==> config.mk <==
export PLATFORM = sky130hd
export DESIGN_NAME = modem_link_supervisor_unit
export DESIGN_NICKNAME = d
export VERILOG_FILES = /design/src/rtl/mls_pkg.sv /design/src/rtl/mls_cfg.sv /design/src/rtl/mls_step.sv /design/src/rtl/modem_link_supervisor_unit.sv
export SDC_FILE = /design/constraint.sdc
export NUM_CORES = 1
export LEC_CHECK = 0
export BUFFER_PORTS_ARGS = -buffer_cell sky130_fd_sc_hd__buf_4
export CELL_PAD_IN_SITES_DETAIL_PLACEMENT = 1
export CELL_PAD_IN_SITES_GLOBAL_PLACEMENT = 1
export CORE_UTILIZATION = 47
export CTS_CLUSTER_SIZE = 24
export DETAILED_ROUTE_END_ITERATION = 8
export MAX_ROUTING_LAYER = met4
export PLACE_DENSITY_LB_ADDON = 0.05
export SYNTH_ARGS = -nofsm -noshare
export SYNTH_HDL_FRONTEND = slang
export SYNTH_HIERARCHICAL = 1
export SYNTH_SLANG_ARGS = --single-unit
==> constraint.sdc <==
create_clock -name clk -period 6 [get_ports clk]
set_clock_uncertainty 0.2 [all_clocks]
set_input_delay 1.2 -clock clk [delete_from_list [all_inputs] [get_ports clk]]
set_output_delay 1.2 -clock clk [all_outputs]
set_load 0.02 [all_outputs]
==> src/rtl/mls_pkg.sv <==
`timescale 1ns / 1ps

package mls_pkg;

  // Widths of the counters and limits.
  localparam int unsigned CNT_W   = 10;
  localparam int unsigned RCNT_W  = 8;
  localparam int unsigned CIDX_W  = 3;
  localparam int unsigned CDATA_W = 10;

  // Configuration register indexes.
  localparam logic [CIDX_W-1:0] CFG_READY_LIMIT = 3'd0;
  localparam logic [CIDX_W-1:0] CFG_FIRST_LIMIT = 3'd1;
  localparam logic [CIDX_W-1:0] CFG_LONG_LIMIT  = 3'd2;
  localparam logic [CIDX_W-1:0] CFG_RESETS_MAX  = 3'd3;
  localparam logic [CIDX_W-1:0] CFG_STALE_LIMIT = 3'd4;
  localparam logic [CIDX_W-1:0] CFG_GPS_LIMIT   = 3'd5;

  // Register values after reset.
  localparam logic [CNT_W-1:0]  RST_READY_LIMIT = 10'd120;
  localparam logic [CNT_W-1:0]  RST_FIRST_LIMIT = 10'd180;
  localparam logic [CNT_W-1:0]  RST_LONG_LIMIT  = 10'd900;
  localparam logic [RCNT_W-1:0] RST_RESETS_MAX  = 8'd5;
  localparam logic [CNT_W-1:0]  RST_STALE_LIMIT = 10'd10;
  localparam logic [CNT_W-1:0]  RST_GPS_LIMIT   = 10'd300;

  // Request kinds.
  localparam logic REQ_FRAME = 1'b0;
  localparam logic REQ_TICK  = 1'b1;

  // Buzzer codes as reported by the device.
  localparam logic [1:0] BUZ_NONE      = 2'd0;
  localparam logic [1:0] BUZ_OVERSPEED = 2'd1;
  localparam logic [1:0] BUZ_OVERTIME  = 2'd2;

  // Buzzer commands.
  localparam logic [1:0] CMD_NO_CHANGE    = 2'd0;
  localparam logic [1:0] CMD_SET_NONE     = 2'd1;
  localparam logic [1:0] CMD_SET_OVERSPD  = 2'd2;
  localparam logic [1:0] CMD_SET_OVERTIME = 2'd3;

  typedef struct packed {
    logic [CNT_W-1:0]  ready_silence_limit;
    logic [CNT_W-1:0]  first_crash_limit;
    logic [CNT_W-1:0]  long_crash_limit;
    logic [RCNT_W-1:0] resets_before_crash;
    logic [CNT_W-1:0]  stale_limit;
    logic [CNT_W-1:0]  gps_loss_limit;
  } cfg_t;

  typedef struct packed {
    logic [CNT_W-1:0]  silence_count;
    logic              ready_flag;
    logic              crash_flag;
    logic [RCNT_W-1:0] reset_count;
    logic              long_backoff;
    logic [2:0]        status_bits;
    logic [CNT_W-1:0]  gps_loss_count;
    logic [1:0]        previous_buzzer;
  } state_t;

  typedef struct packed {
    logic       req_type;
    logic       frame_marked;
    logic       status_update;
    logic       gps_fix;
    logic       over_speed;
    logic       drive_overtime;
    logic       low_power;
    logic [1:0] buzzer_now;
  } item_t;

  typedef struct packed {
    logic [1:0]        buzzer_command;
    logic              modem_reset;
    logic              battery_off;
    logic              crashed;
    logic [RCNT_W-1:0] reset_total;
  } result_t;

  // True for the buzzer codes that sound an alarm.
  function automatic logic alarm_buzz(input logic [1:0] b);
    return (b == BUZ_OVERSPEED) || (b == BUZ_OVERTIME);
  endfunction

endpackage

==> src/rtl/mls_cfg.sv <==
`timescale 1ns / 1ps

module mls_cfg (
  input  logic                         clk,
  input  logic                         rst_n,
  input  logic                         wr_en,
  input  logic [mls_pkg::CIDX_W-1:0]   wr_index,
  input  logic [mls_pkg::CDATA_W-1:0]  wr_data,
  output mls_pkg::cfg_t                cfg_o
);

  mls_pkg::cfg_t cfg_r;

  // Register file; writes to unused indexes are dropped.
  always_ff @(posedge clk) begin
    if (!rst_n) begin
      cfg_r.ready_silence_limit <= mls_pkg::RST_READY_LIMIT;
      cfg_r.first_crash_limit   <= mls_pkg::RST_FIRST_LIMIT;
      cfg_r.long_crash_limit    <= mls_pkg::RST_LONG_LIMIT;
      cfg_r.resets_before_crash <= mls_pkg::RST_RESETS_MAX;
      cfg_r.stale_limit         <= mls_pkg::RST_STALE_LIMIT;
      cfg_r.gps_loss_limit      <= mls_pkg::RST_GPS_LIMIT;
    end else if (wr_en) begin
      unique case (wr_index)
        mls_pkg::CFG_READY_LIMIT: cfg_r.ready_silence_limit <= wr_data;
        mls_pkg::CFG_FIRST_LIMIT: cfg_r.first_crash_limit   <= wr_data;
        mls_pkg::CFG_LONG_LIMIT:  cfg_r.long_crash_limit    <= wr_data;
        mls_pkg::CFG_RESETS_MAX:  cfg_r.resets_before_crash <= wr_data[mls_pkg::RCNT_W-1:0];
        mls_pkg::CFG_STALE_LIMIT: cfg_r.stale_limit         <= wr_data;
        mls_pkg::CFG_GPS_LIMIT:   cfg_r.gps_loss_limit      <= wr_data;
        default: ;
      endcase
    end
  end

  assign cfg_o = cfg_r;

endmodule

==> src/rtl/mls_step.sv <==
`timescale 1ns / 1ps

module mls_step (
  input  mls_pkg::cfg_t   cfg_i,
  input  mls_pkg::state_t st_i,
  input  mls_pkg::item_t  item_i,
  output mls_pkg::state_t st_o,
  output mls_pkg::result_t res_o
);

  localparam logic [mls_pkg::CNT_W-1:0]  CNT_MAX  = '1;
  localparam logic [mls_pkg::RCNT_W-1:0] RCNT_MAX = '1;

  always_comb begin
    mls_pkg::state_t       st;
    logic [1:0]            cmd;
    logic                  mreset;
    logic                  batoff;
    logic                  do_reset;
    logic [mls_pkg::CNT_W-1:0] lim;

    st       = st_i;
    cmd      = mls_pkg::CMD_NO_CHANGE;
    mreset   = 1'b0;
    batoff   = 1'b0;
    do_reset = 1'b0;
    lim      = st_i.long_backoff ? cfg_i.long_crash_limit : cfg_i.first_crash_limit;

    if (item_i.req_type == mls_pkg::REQ_FRAME) begin
      // Any frame ends the silence; a marked one proves the modem alive.
      st.silence_count = '0;
      if (item_i.frame_marked) begin
        if (item_i.status_update) begin
          st.status_bits = {item_i.drive_overtime, item_i.over_speed, item_i.gps_fix};
        end
        st.ready_flag = 1'b1;
        st.crash_flag = 1'b0;
      end
    end else begin
      // Tick: count silence and check it against the limit in force.
      if (st.silence_count != CNT_MAX) begin
        st.silence_count = st.silence_count + 10'd1;
      end
      if (!st_i.crash_flag && st_i.ready_flag) begin
        if (mls_pkg::alarm_buzz(st_i.previous_buzzer)) begin
          cmd = mls_pkg::CMD_SET_NONE;
        end
        do_reset = (st.silence_count >= cfg_i.ready_silence_limit);
      end else begin
        do_reset = (st.silence_count >= lim);
        if (do_reset) begin
          st.long_backoff = 1'b1;
        end
      end
      if (do_reset) begin
        st.silence_count = '0;
        st.status_bits   = '0;
        mreset           = 1'b1;
        if (st.reset_count != RCNT_MAX) begin
          st.reset_count = st.reset_count + 8'd1;
        end
        if (!st_i.crash_flag && st_i.ready_flag &&
            (st.reset_count > cfg_i.resets_before_crash)) begin
          st.crash_flag = 1'b1;
        end
      end
      // Old status is dropped once the link has been quiet too long.
      if (st.silence_count > cfg_i.stale_limit) begin
        st.status_bits = '0;
      end
    end

    // Buzzer and GPS-loss handling on every item.
    if (st.status_bits[0]) begin
      if (st.status_bits[1]) begin
        cmd = mls_pkg::CMD_SET_OVERSPD;
      end else if (st.status_bits[2]) begin
        cmd = mls_pkg::CMD_SET_OVERTIME;
      end else if (mls_pkg::alarm_buzz(item_i.buzzer_now)) begin
        cmd = mls_pkg::CMD_SET_NONE;
      end
      st.gps_loss_count = '0;
    end else begin
      if (mls_pkg::alarm_buzz(item_i.buzzer_now)) begin
        cmd = mls_pkg::CMD_SET_NONE;
      end
      if (item_i.low_power) begin
        if (st.gps_loss_count != CNT_MAX) begin
          st.gps_loss_count = st.gps_loss_count + 10'd1;
        end
        if (st.gps_loss_count >= cfg_i.gps_loss_limit) begin
          st.gps_loss_count = '0;
          batoff            = 1'b1;
        end
      end
    end
    st.previous_buzzer = item_i.buzzer_now;

    st_o                 = st;
    res_o.buzzer_command = cmd;
    res_o.modem_reset    = mreset;
    res_o.battery_off    = batoff;
    res_o.crashed        = st.crash_flag;
    res_o.reset_total    = st.reset_count;
  end

endmodule

==> src/rtl/modem_link_supervisor_unit.sv <==
`timescale 1ns / 1ps

// Modem link supervisor.
// Items arrive on the in_ channel: in_tuser says what the item is (0 a received
// frame, 1 a one-second tick with no frame) and in_tdata carries the frame flags,
// the status bits, the power-save flag and the current buzzer code. Every item
// yields exactly one result beat on the out_ channel with the buzzer command,
// the modem reset pulse, the battery-off request, the crash flag and the count
// of modem resets issued so far.
// An item passes through an input register and then one step of compare and
// count logic into the output register, which holds its result beat.
// One item is taken every cycle as long as results drain.
// When the receiver stalls the result waits in the output register and one more
// item can sit in the input register; in_tready falls only when both are full.
// The cfg_ channel writes the six limit registers; it is always ready. The user
// must use it only while no item is in flight; the block does not enforce this.
// Reset clears all counters and flags, empties both registers and loads the
// limit registers with their default values.
module modem_link_supervisor_unit (
  input  logic        clk,
  input  logic        rst_n,
  // Input channel.
  input  logic        in_tvalid,
  output logic        in_tready,
  input  logic [7:0]  in_tdata,   // frame_marked, status_update, gps_fix, over_speed,
                                  // drive_overtime, low_power, buzzer_now[1:0]
  input  logic        in_tuser,   // req_type
  // Result channel.
  output logic        out_tvalid,
  input  logic        out_tready,
  output logic [15:0] out_tdata,  // buzzer_command[1:0], modem_reset, battery_off,
                                  // crashed, reset_total[7:0], zero fill
  // Configuration write channel.
  input  logic                        cfg_valid,
  output logic                        cfg_ready,
  input  logic [mls_pkg::CIDX_W-1:0]  cfg_index,
  input  logic [mls_pkg::CDATA_W-1:0] cfg_data
);

  mls_pkg::cfg_t    cfg;
  mls_pkg::state_t  st_r;
  mls_pkg::state_t  st_nxt;
  mls_pkg::item_t   in_item_r;
  mls_pkg::result_t res_nxt;
  mls_pkg::result_t out_res_r;
  logic             in_valid_r;
  logic             out_valid_r;
  logic             advance;

  assign cfg_ready = 1'b1;

  mls_cfg u_cfg (
    .clk      (clk),
    .rst_n    (rst_n),
    .wr_en    (cfg_valid & cfg_ready),
    .wr_index (cfg_index),
    .wr_data  (cfg_data),
    .cfg_o    (cfg)
  );

  mls_step u_step (
    .cfg_i  (cfg),
    .st_i   (st_r),
    .item_i (in_item_r),
    .st_o   (st_nxt),
    .res_o  (res_nxt)
  );

  // The held item moves on whenever the output register is free or draining.
  assign advance   = in_valid_r && (!out_valid_r || out_tready);
  assign in_tready = !in_valid_r || advance;

  // Control state.
  always_ff @(posedge clk) begin
    if (!rst_n) begin
      in_valid_r  <= 1'b0;
      out_valid_r <= 1'b0;
      st_r        <= '0;
    end else begin
      if (in_tready) begin
        in_valid_r <= in_tvalid;
      end
      if (advance) begin
        out_valid_r <= 1'b1;
        st_r        <= st_nxt;
      end else if (out_tready) begin
        out_valid_r <= 1'b0;
      end
    end
  end

  // Payload registers.
  always_ff @(posedge clk) begin
    if (in_tvalid && in_tready) begin
      in_item_r.req_type       <= in_tuser;
      in_item_r.frame_marked   <= in_tdata[0];
      in_item_r.status_update  <= in_tdata[1];
      in_item_r.gps_fix        <= in_tdata[2];
      in_item_r.over_speed     <= in_tdata[3];
      in_item_r.drive_overtime <= in_tdata[4];
      in_item_r.low_power      <= in_tdata[5];
      in_item_r.buzzer_now     <= in_tdata[7:6];
    end
    if (advance) begin
      out_res_r <= res_nxt;
    end
  end

  assign out_tvalid = out_valid_r;
  assign out_tdata  = {3'b000, out_res_r.reset_total, out_res_r.crashed,
                       out_res_r.battery_off, out_res_r.modem_reset,
                       out_res_r.buzzer_command};

endmodule

==> results of run 1 <==
[critical path, cell delays in order (launching register included)]
cell and delay [ns]:
dfxtp_1 0.40, and3_1 0.23, and4_1 0.27, nand4_1 0.21
and3_1 0.29, nand2_1 0.09, xor2_1 0.28, inv_1 0.12
ha_1 0.32, o21a_1 0.19, a21oi_1 0.14, o21ai_1 0.11
a211oi_1 0.25, a31oi_1 0.08, buf_4 0.19, or2_2 0.29
ha_1 0.17, nand2b_1 0.13, a211oi_1 0.30, a2111oi_2 0.11
o21ai_0 0.24, a21oi_1 0.10, or2_2 0.33, o21a_1 0.18
[power by group]
part | leakage, nW | internal, mW | switching (mW)
sequential | 0.986 | 0.827 | 0.0132
combinational | 2.15 | 0.0573 | 0.0871
clock | 0.310 | 0.705 | 0.388
[how the worst max path moves through the flow]
stage	startpoint	to	slack, ns	depth (start not counted)
floorplan	st_r[29]	st_r[2]	0.87	26
global placement	st_r[29]	out_tdata[3]	0.49	23
detailed placement	st_r[29]	out_tdata[3]	0.32	23
CTS	st_r[29]	out_tdata[3]	0.27	23
global route	st_r[29]	st_r[2]	0.04	26
finish	st_r[29]	out_tdata[1]	0.53	23
[metal layers]
| metal | track usage [%] | part of all wire, % | vias up |
|---|---|---|---|
| met4 | 7.58 | 1.7 | 0 |
| li1 | - | - | 2692 |
| met3 | 5.50 | 2.5 | 25 |
| met5 | - | 0 | - |
| met1 | 26.5 | 43 | 2665 |
| met2 | 44.3 | 53 | 60 |
[cell usage in the layout (no fill, tap or decap), drive strengths merged, types with 24 or more instances in the layout]
| master | synthesis | final |
|---|---|---|
| mux2i | 105 | 105 |
| ha | 51 | 51 |
| inv | 52 | 53 |
| dfxtp | 96 | 96 |
| a21oi | 29 | 29 |
| nor2 | 33 | 33 |
| nand2 | 151 | 151 |
| buf | 37 | 49 |
| nor2b | 34 | 34 |
| nand3 | 24 | 24 |
[cells by family after synthesis]
family | after synthesis | share of synthesized area [%]
AO/OA/AOI/OAI | 78 | 7.30
XOR/XNOR | 21 | 2.61
adder cells (fa/ha/maj) | 51 | 9.04
buffers and inverters | 105 | 8.08
flip-flops | 118 | 36.6
multiplexers | 114 | 16.3
other | 2 | 0.106
AND/OR/NAND/NOR | 295 | 19.9
[metrics by stage]
step / std cells / util [%] / hold WS, ns / worst slack [ns]
after floorplan: 786 / - / 0.231 / 0.873
after global placement: 967 / 50.1 / 0.243 / 0.493
after detailed placement: 967 / 50.1 / 0.253 / 0.317
after CTS: 999 / 54.5 / 0.263 / 0.269
after global routing: 999 / 54.6 / 0.277 / 0.0393
final: 999 / 54.6 / 0.260 / 0.528
[what timing repair did]
action,in CTS,in global routing
resized for setup,0,3
hold buffers,0,0
endpoints found under the setup margin,0,15
[sequential cells by signal, summed over array words and instances (netlist names)]
register / cells
in_valid_r: 1
u_cfg/cfg_o: 58
st_r: 36
out_tvalid: 1
out_tdata: 13
in_item_r: 9
[area by class of cell]
class / instances / area [sq um]
fillers: 1674 / 6620
multi-input cells: 563 / 3930
flip-flops and latches: 118 / 2580
clock buffers: 19 / 475
repair buffers: 49 / 380
well taps: 184 / 230
inverters: 53 / 199
clock inverters: 13 / 169
==> metrics.cfg, run 1 <==
[status]
status=completed

[place]
numPortBuffers=41
dp_hpwl_microns=12300
place.gp.congestion=0.912
place_area_sq_um=7310

[setup_path]
r2r-end=out_tdata[1]
rrSetupSlack_ns=0.53
cp_data_required_time_ns=5.98
critPathMaxFanout=10
startpoint_type=register
worstPathArrival_ns=5.45
r2r_start=st_r[29]
worst_setup_path_end_kind=register
r2r_cells=23
crit_type=register to register

[clocking]
root_buffer=clkbuf_16
cts_max_level=4
cts.clk_slew.worst_paths_ns=0.06
cts_tree=built
clockBufferDepth=2
cts-buffers-inserted=17
cts_num_sinks=118
post_cts_buffers=0
worstSkewPairLatency_ns=0.42

[sta]
hold_violations=0
period_needed_ns=5.47
tightest_slew_ns=0.963
setup_tns_ns=0
fmax_mhz=183
relSlewSlack_pct=35.8
rsz0062_at_grt=false
setup_violations=0
fin_crit_sh_pct=91.2
slew_viol_final=0

[floorplan]
die_height_microns=125
io_pins=46
rows=44
core-area_sq_um=14600
dieArea_sq_um=15500
initial_utilization_pct=48.4
die_x_microns=125

[synth]
ys_warn_count=6
synth_area_sq_um=7060
yosysSeqAreaShare_pct=36.6
avgSynthCellArea_sq_um=9.00
synth.most_common_cell=nand2_1
async_reset_ff_share_pct=0
synth_edf_count=22
postSynthCellCount=784
synth-main-ff-cell=dfxtp_1
ys_seq_elements=118
yosys.area.top_type_share_pct=27.2
synthTopCellsByArea=dfxtp_1 27%, mux2i_1 15%, edfxtp_1 9.4%
synth.largest_area_cell=dfxtp_1
netlist-cell-type-count=58
synthTopCellsByCount=151 x nand2_1, 105 x mux2i_1, 96 x dfxtp_1

[routing]
vias_per_cell=5.45
num_vias=5442
wl_per_cell_microns=17.5
drc=0
dr.pass1.iters=4
routed_wl_microns=17500
postRouteAntennaNets=0
drt_iter0_markers=203

[power]
p_leak_nw=3.45
p_per_area_nw_per_um2=261
max-vdd-ir-drop_mv=0.278
power_mw=2.08

[global_routing]
grt_use_total_pct=24.5
grt_pass1_vias=5822
grt_pass1_wl_microns=29200
grt_overflow=0
grt_max_degree=83
antenna_found_initial=0

[layout]
final_layout_size_suffix_gt1_share_pct=14.0
area_growth_pct=12.9
antenna_cells=0
fin_area_sq_um=7970
layout.nets=880

[worst_hold_path]
hold_path_end=u_cfg/cfg_o[28]
whs_path_depth=2
hold_path_startpoint=u_cfg/cfg_o[28]
min_path_type=register to register

[flow_run]
cap_viol_max_count=0

No activity file was read; power rests on OpenSTA's default activity.
==> inputs of run 2 (changes only) <==
--- a/config.mk
+++ b/config.mk
@@ -13,6 +13,7 @@
 export DETAILED_ROUTE_END_ITERATION = 8
 export MAX_ROUTING_LAYER = met4
 export PLACE_DENSITY_LB_ADDON = 0.05
+export REMOVE_ABC_BUFFERS = 1
 export SYNTH_ARGS = -nofsm -noshare
 export SYNTH_HDL_FRONTEND = slang
 export SYNTH_HIERARCHICAL = 1
==> constraint.sdc (replaced) <==
create_clock -name clk -period 5.9 [get_ports clk]
set_clock_uncertainty 0.2 [all_clocks]
set_input_delay 1.18 -clock clk [delete_from_list [all_inputs] [get_ports clk]]
set_output_delay 1.18 -clock clk [all_outputs]
set_load 0.02 [all_outputs]
==> metrics.cfg, run 2 (synthesis gave the netlist of run 1 again) <==
[clocking]
worstSkewPairLatency_ns=0.41  ; was 0.42 ns
cts-hold-fix-buffers=0  ; unchanged
cts.clk_slew.worst_paths_ns=0.06  ; about the same
clockBufferDepth=2  ; unchanged
cts_tree=built  ; unchanged
cts_num_sinks=118  ; unchanged
root_buffer=clkbuf_16  ; unchanged
cts-buffers-inserted=17  ; unchanged
cts_max_level=4  ; unchanged

[floorplan]
die_x_microns=125  ; unchanged
dieArea_sq_um=15500  ; unchanged
die_height_microns=125  ; unchanged
core-area_sq_um=14600  ; unchanged
io_pins=46  ; unchanged
initial_utilization_pct=48.4  ; unchanged
rows=44  ; unchanged

[setup_path]
max_stage_delay_ns=0.39  ; was 0.40 ns
worstPathArrival_ns=5.67  ; was 5.45 ns
cp_data_required_time_ns=6.04  ; was 5.98 ns
critPathMaxFanout=15  ; was 10
r2r_cells=26  ; was 23
crit_slowest_cell=dfxtp_2  ; was dfxtp_1
crit_type=register to register  ; unchanged
startpoint_type=register  ; unchanged
worst_setup_path_end_kind=register  ; unchanged

[status]
status=completed  ; unchanged

[routing]
num_vias=5489  ; was 5442
dr.pass1.iters=4  ; unchanged
routed_wl_microns=18200  ; was 17500 microns
wl_per_cell_microns=18.1  ; was 17.5 microns
drt_iter0_markers=223  ; was 203
vias_per_cell=5.48  ; was 5.45
drc=0  ; unchanged
postRouteAntennaNets=0  ; unchanged

[place]
numPortBuffers=41  ; unchanged
place.gp.congestion=0.897  ; was 0.912
place_area_sq_um=7310  ; about the same
dp_hpwl_microns=12700  ; was 12300 microns
pre_cts_ws_ns=-0.359  ; was 0.317 ns

[sta]
period_needed_ns=5.53  ; was 5.47 ns
setup_violations=0  ; unchanged
holdWs_ns=0.259  ; was 0.260 ns
fmax_mhz=181  ; was 183 MHz
relSlewSlack_pct=32.2  ; was 35.8%
tightest_slew_ns=1.02  ; was 0.963 ns
fin_crit_sh_pct=93.8  ; was 91.2%
setup_slack_ns=0.369  ; was 0.528 ns
slew_viol_final=0  ; unchanged
hold_violations=0  ; unchanged
setup_tns_ns=0  ; unchanged

[layout]
antenna_cells=0  ; unchanged
largest_reg_flops=58  ; unchanged
area_growth_pct=13.1  ; was 12.9%
final_common_cell=nand2_1  ; unchanged
fin_area_sq_um=7980  ; was 7970 sq um
layout_common_cells=151 x nand2_1, 105 x mux2i_1, 93 x dfxtp_1  ; was 151 x nand2_1, 105 x mux2i_1, 96 x dfxtp_1
final_core_util_pct=54.7  ; was 54.6%
layout.nets=883  ; was 880
final_layout_size_suffix_gt1_share_pct=15.3  ; was 14.0%

[worst_hold_path]
min_path_type=register to register  ; unchanged
whs_path_depth=2  ; unchanged

[global_routing]
grt_overflow=0  ; unchanged
grt_use_total_pct=24.6  ; was 24.5%
antenna_found_initial=0  ; unchanged
grt_pass1_vias=5808  ; was 5822
grt_max_degree=96  ; was 83
grt_pass1_wl_microns=29200  ; about the same

[power]
max-vdd-ir-drop_mv=0.191  ; was 0.278 mV
p_per_area_nw_per_um2=253  ; was 261 nW/um^2
p_leak_nw=3.44  ; was 3.45 nW

[flow_run]
cap_viol_max_count=0  ; unchanged

## run 2: layout make-up
cell class	instances	area, sq um
clock buffer	22	497
clock inverter	10	90.1
fill	1687	6610
inverter	53	199
multi-input combinational	563	3990
sequential	118	2590
tap	184	230
timing repair buffer	52	394
## run 2: final timing paths
kind	start	endpoint	slack, ns
min	u_cfg/cfg_o[38]	u_cfg/cfg_o[38]	0.26
min reg2reg	u_cfg/cfg_o[38]	u_cfg/cfg_o[38]	0.26
max	st_r[29]	st_r[5]	0.37
max reg2reg	st_r[29]	st_r[5]	0.37
## run 2: worst max-delay path, delay by kind of cell (launching register included)
kind / cells / cell delay [ns]
buffers and inverters: 4 / 0.63
AOI/OAI and AO/OA: 10 / 1.71
and+or+nand+nor: 8 / 1.66
DFF: 1 / 0.39
muxes: 1 / 0.15
xor gates and xnor gates: 1 / 0.21
adders and majority gates: 2 / 0.49
## run 2: power by group
| part | leakage (nW) | switching, mW | internal, mW |
|---|---|---|---|
| combinational | 2.17 | 0.0902 | 0.0582 |
| sequential | 0.988 | 0.0130 | 0.841 |
| clock | 0.287 | 0.380 | 0.640 |
| total | 3.44 | 0.484 | 1.54 |
## run 2: per-layer routing
layer | GRT usage, % | routed length, microns | vias to the layer above
met4 | 8.65 | 393 | 0
met5 | - | 0 | -
met1 | 28.5 | 8080 | 2690
met3 | 5.54 | 453 | 30
li1 | - | - | 2691
met2 | 41.8 | 9230 | 78
## run 2: what timing repair did
action / in CTS / in global routing
setup buffers: 0 / 2
gates resized for setup: 2 / 13
endpoints found under the setup margin: 16 / 16
hold endpoints to repair: 0 / 0
pin swaps: 0 / 4
## run 2: stage by stage
| step | total power [mW] | std cells |
|---|---|---|
| 2_1_floorplan | 0.948 | 734 |
| 3_3_place_gp | 1.01 | 968 |
| 3_5_place_dp | 1.02 | 968 |
| 4_1_cts | 2.04 | 1000 |
| 5_1_grt | 2.10 | 1002 |
| 6_report | 2.02 | 1002 |
==> inputs of run 3 (changes only) <==
--- a/config.mk
+++ b/config.mk
@@ -5,10 +5,11 @@
 export SDC_FILE = /design/constraint.sdc
 export NUM_CORES = 1
 export LEC_CHECK = 0
+export ABC_AREA = 1
 export BUFFER_PORTS_ARGS = -buffer_cell sky130_fd_sc_hd__buf_4
 export CELL_PAD_IN_SITES_DETAIL_PLACEMENT = 1
 export CELL_PAD_IN_SITES_GLOBAL_PLACEMENT = 1
-export CORE_UTILIZATION = 47
+export CORE_UTILIZATION = 45
 export CTS_CLUSTER_SIZE = 24
 export DETAILED_ROUTE_END_ITERATION = 8
 export MAX_ROUTING_LAYER = met4
==> metrics.cfg, run 3 <==
[setup_path]
r2r_start=st_r[26]  ; was st_r[29]
crit_slowest_cell=nand2_1  ; was dfxtp_2
crit_type=register to register  ; unchanged
critPathMostFrequentCell=nand2_1
worstPathArrival_ns=5.35  ; was 5.67 ns
critPathMaxFanout=20  ; was 15
cp_data_required_time_ns=6.01  ; was 6.04 ns
max_stage_delay_ns=0.56  ; was 0.39 ns
startpoint=st_r[26]  ; was st_r[29]
worst_setup_path_end_kind=register  ; unchanged
startpoint_type=register  ; unchanged

[global_routing]
grt_pass1_wl_microns=34000  ; was 29200 microns
grt_max_degree=96  ; unchanged
antenna_found_initial=0  ; unchanged
grt_use_total_pct=25.5  ; was 24.6%
grt_overflow=0  ; unchanged
grt_pass1_vias=6828  ; was 5808

[layout]
fillers=2163  ; was 1687
antenna_cells=0  ; unchanged
area_growth_pct=11.1  ; was 13.1%
final_layout_size_suffix_gt1_share_pct=11.3  ; was 15.3%
layout.nets=1169  ; was 883
layout_common_cells=244 x nand2_1, 172 x nor2_1, 146 x inv_1  ; was 151 x nand2_1, 105 x mux2i_1, 93 x dfxtp_1
final_common_cell=nand2_1  ; unchanged
largest_reg_flops=58  ; unchanged

[clocking]
cts-hold-fix-buffers=0  ; unchanged
cts_tree=built  ; unchanged
cts_max_level=4  ; unchanged
root_buffer=clkbuf_16  ; unchanged
cts_num_sinks=118  ; unchanged
worstSkewPairLatency_ns=0.42  ; was 0.41 ns
cts.clk_slew.worst_paths_ns=0.06  ; about the same
post_cts_buffers=0  ; unchanged
cts_resized=0  ; was 2
cts-buffers-inserted=17  ; unchanged
clockBufferDepth=2  ; unchanged

[routing]
vias_per_cell=5.05  ; was 5.48
routed_wl_microns=20500  ; was 18200 microns
dr.pass1.iters=4  ; unchanged
num_vias=6670  ; was 5489
drc=0  ; unchanged
postRouteAntennaNets=0  ; unchanged
drt_iter0_markers=351  ; was 223
wl_per_cell_microns=15.5  ; was 18.1 microns

[floorplan]
io_pins=46  ; unchanged
initial_utilization_pct=46.7  ; was 48.4%
core-area_sq_um=16100  ; was 14600 sq um
dieArea_sq_um=17200  ; was 15500 sq um
die_height_microns=131  ; was 125 microns
die_x_microns=131  ; was 125 microns
rows=46  ; was 44

[place]
numPortBuffers=41  ; unchanged
place.gp.congestion=0.819  ; was 0.897
pre_cts_ws_ns=0.752  ; was -0.359 ns
dp_hpwl_microns=14200  ; was 12700 microns

[status]
status=completed  ; unchanged

[sta]
tightest_slew_ns=1.07  ; was 1.02 ns
setup_slack_ns=0.657  ; was 0.369 ns
period_needed_ns=5.24  ; was 5.53 ns
rsz0062_at_grt=false
relSlewSlack_pct=28.9  ; was 32.2%
fin_crit_sh_pct=88.9  ; was 93.8%
setup_tns_ns=0  ; unchanged
slew_viol_final=0  ; unchanged
fmax_mhz=191  ; was 181 MHz
hold_violations=0  ; unchanged
setup_violations=0  ; unchanged

[synth]
async_reset_ff_share_pct=0  ; unchanged
avgSynthCellArea_sq_um=6.96  ; was 9.00 sq um
synthTopCellsByArea=dfxtp_1 26%, nand2_1 12%, edfxtp_1 8.8%  ; was dfxtp_1 27%, mux2i_1 15%, edfxtp_1 9.4%
ys_warn_count=6  ; unchanged
ys_seq_elements=118  ; unchanged
yosysSeqAreaShare_pct=34.3  ; was 36.6%
synthTopCellsByCount=244 x nand2_1, 172 x nor2_1, 146 x inv_1  ; was 151 x nand2_1, 105 x mux2i_1, 96 x dfxtp_1
synth.most_common_cell=nand2_1  ; unchanged
yosys.area.top_type_share_pct=25.5  ; was 27.2%
synth_edf_count=22  ; unchanged
postSynthCellCount=1082  ; was 784
netlist-cell-type-count=44  ; was 58
synth_area_sq_um=7530  ; was 7060 sq um
synth-main-ff-cell=dfxtp_1  ; unchanged
synth.largest_area_cell=dfxtp_1  ; unchanged

[power]
max-vdd-ir-drop_mv=0.246  ; was 0.191 mV
p_leak_nw=3.96  ; was 3.44 nW
p_per_area_nw_per_um2=277  ; was 253 nW/um^2
power_mw=2.32  ; was 2.02 mW

[flow_run]
cap_viol_max_count=0  ; unchanged

[worst_hold_path]
hold_path_startpoint=u_cfg/cfg_o[2]  ; was u_cfg/cfg_o[38]
min_path_type=register to register  ; unchanged

-- run 3: final cells by class --
| class | instances | area [sq um] | area share [%] |
|---|---|---|---|
| Clock inverter | 9 | 88.8 | 1.06 |
| Timing Repair Buffer | 43 | 323 | 3.86 |
| Tap cell | 216 | 270 | 3.23 |
| Sequential cell | 118 | 2580 | 30.9 |
| Inverter | 152 | 571 | 6.82 |
| Multi-Input combinational cell | 759 | 4010 | 48.0 |
| Clock buffer | 23 | 510 | 6.11 |
-- run 3: final timing paths --
| path | cells past startpoint | slack (ns) | to |
|---|---|---|---|
| worst min-delay path | 2 | 0.26 | u_cfg/cfg_o[2] |
| worst max-delay path | 31 | 0.66 | st_r[6] |
| worst min register to register | 2 | 0.26 | u_cfg/cfg_o[2] |
| worst max register to register | 31 | 0.66 | st_r[6] |
-- run 3: worst max-delay path: cells and delay by family, from the launching register on --
family / cells / cell delay, ns
simple gates: 22 / 2.86
buf+inv: 5 / 0.39
compound gates: 1 / 0.47
fa+ha+maj: 3 / 0.84
flops: 1 / 0.35
-- run 3: logic make-up after synthesis --
logic type / share of synthesized area (%)
simple gates: 33.9
other cells: 0.0998
compound gates: 7.56
mux: 1.20
buf+inv: 12.5
xor+xnor: 1.96
flops: 34.3
fa+ha+maj: 8.48
-- run 3: routing by layer --
layer  GRT usage, %  up-vias  routed length, microns
li1               -     3418                       -
met1           32.5     3142                    9990
met2           41.7       91                    9670
met3           4.01       19                     543
met4           7.24        0                     248
met5              -        -                       0
-- run 3: power breakdown --
| part | leakage (nW) | switching (mW) | internal [mW] |
|---|---|---|---|
| sequential | 1.00 | 0.0364 | 0.865 |
| clock | 0.286 | 0.395 | 0.653 |
| combinational | 2.67 | 0.241 | 0.129 |
-- run 3: per-stage QoR --
step | hold WS, ns | utilization (%) | std cells | instance area (sq um)
2_1_floorplan | 0.229 | - | 1029 | 7170
3_3_place_gp | 0.242 | 48.2 | 1288 | 7760
3_5_place_dp | 0.245 | 48.2 | 1288 | 7760
4_1_cts | 0.261 | 51.9 | 1320 | 8360
5_1_grt | 0.292 | 51.9 | 1320 | 8360
6_report | 0.262 | 51.9 | 1320 | 8360
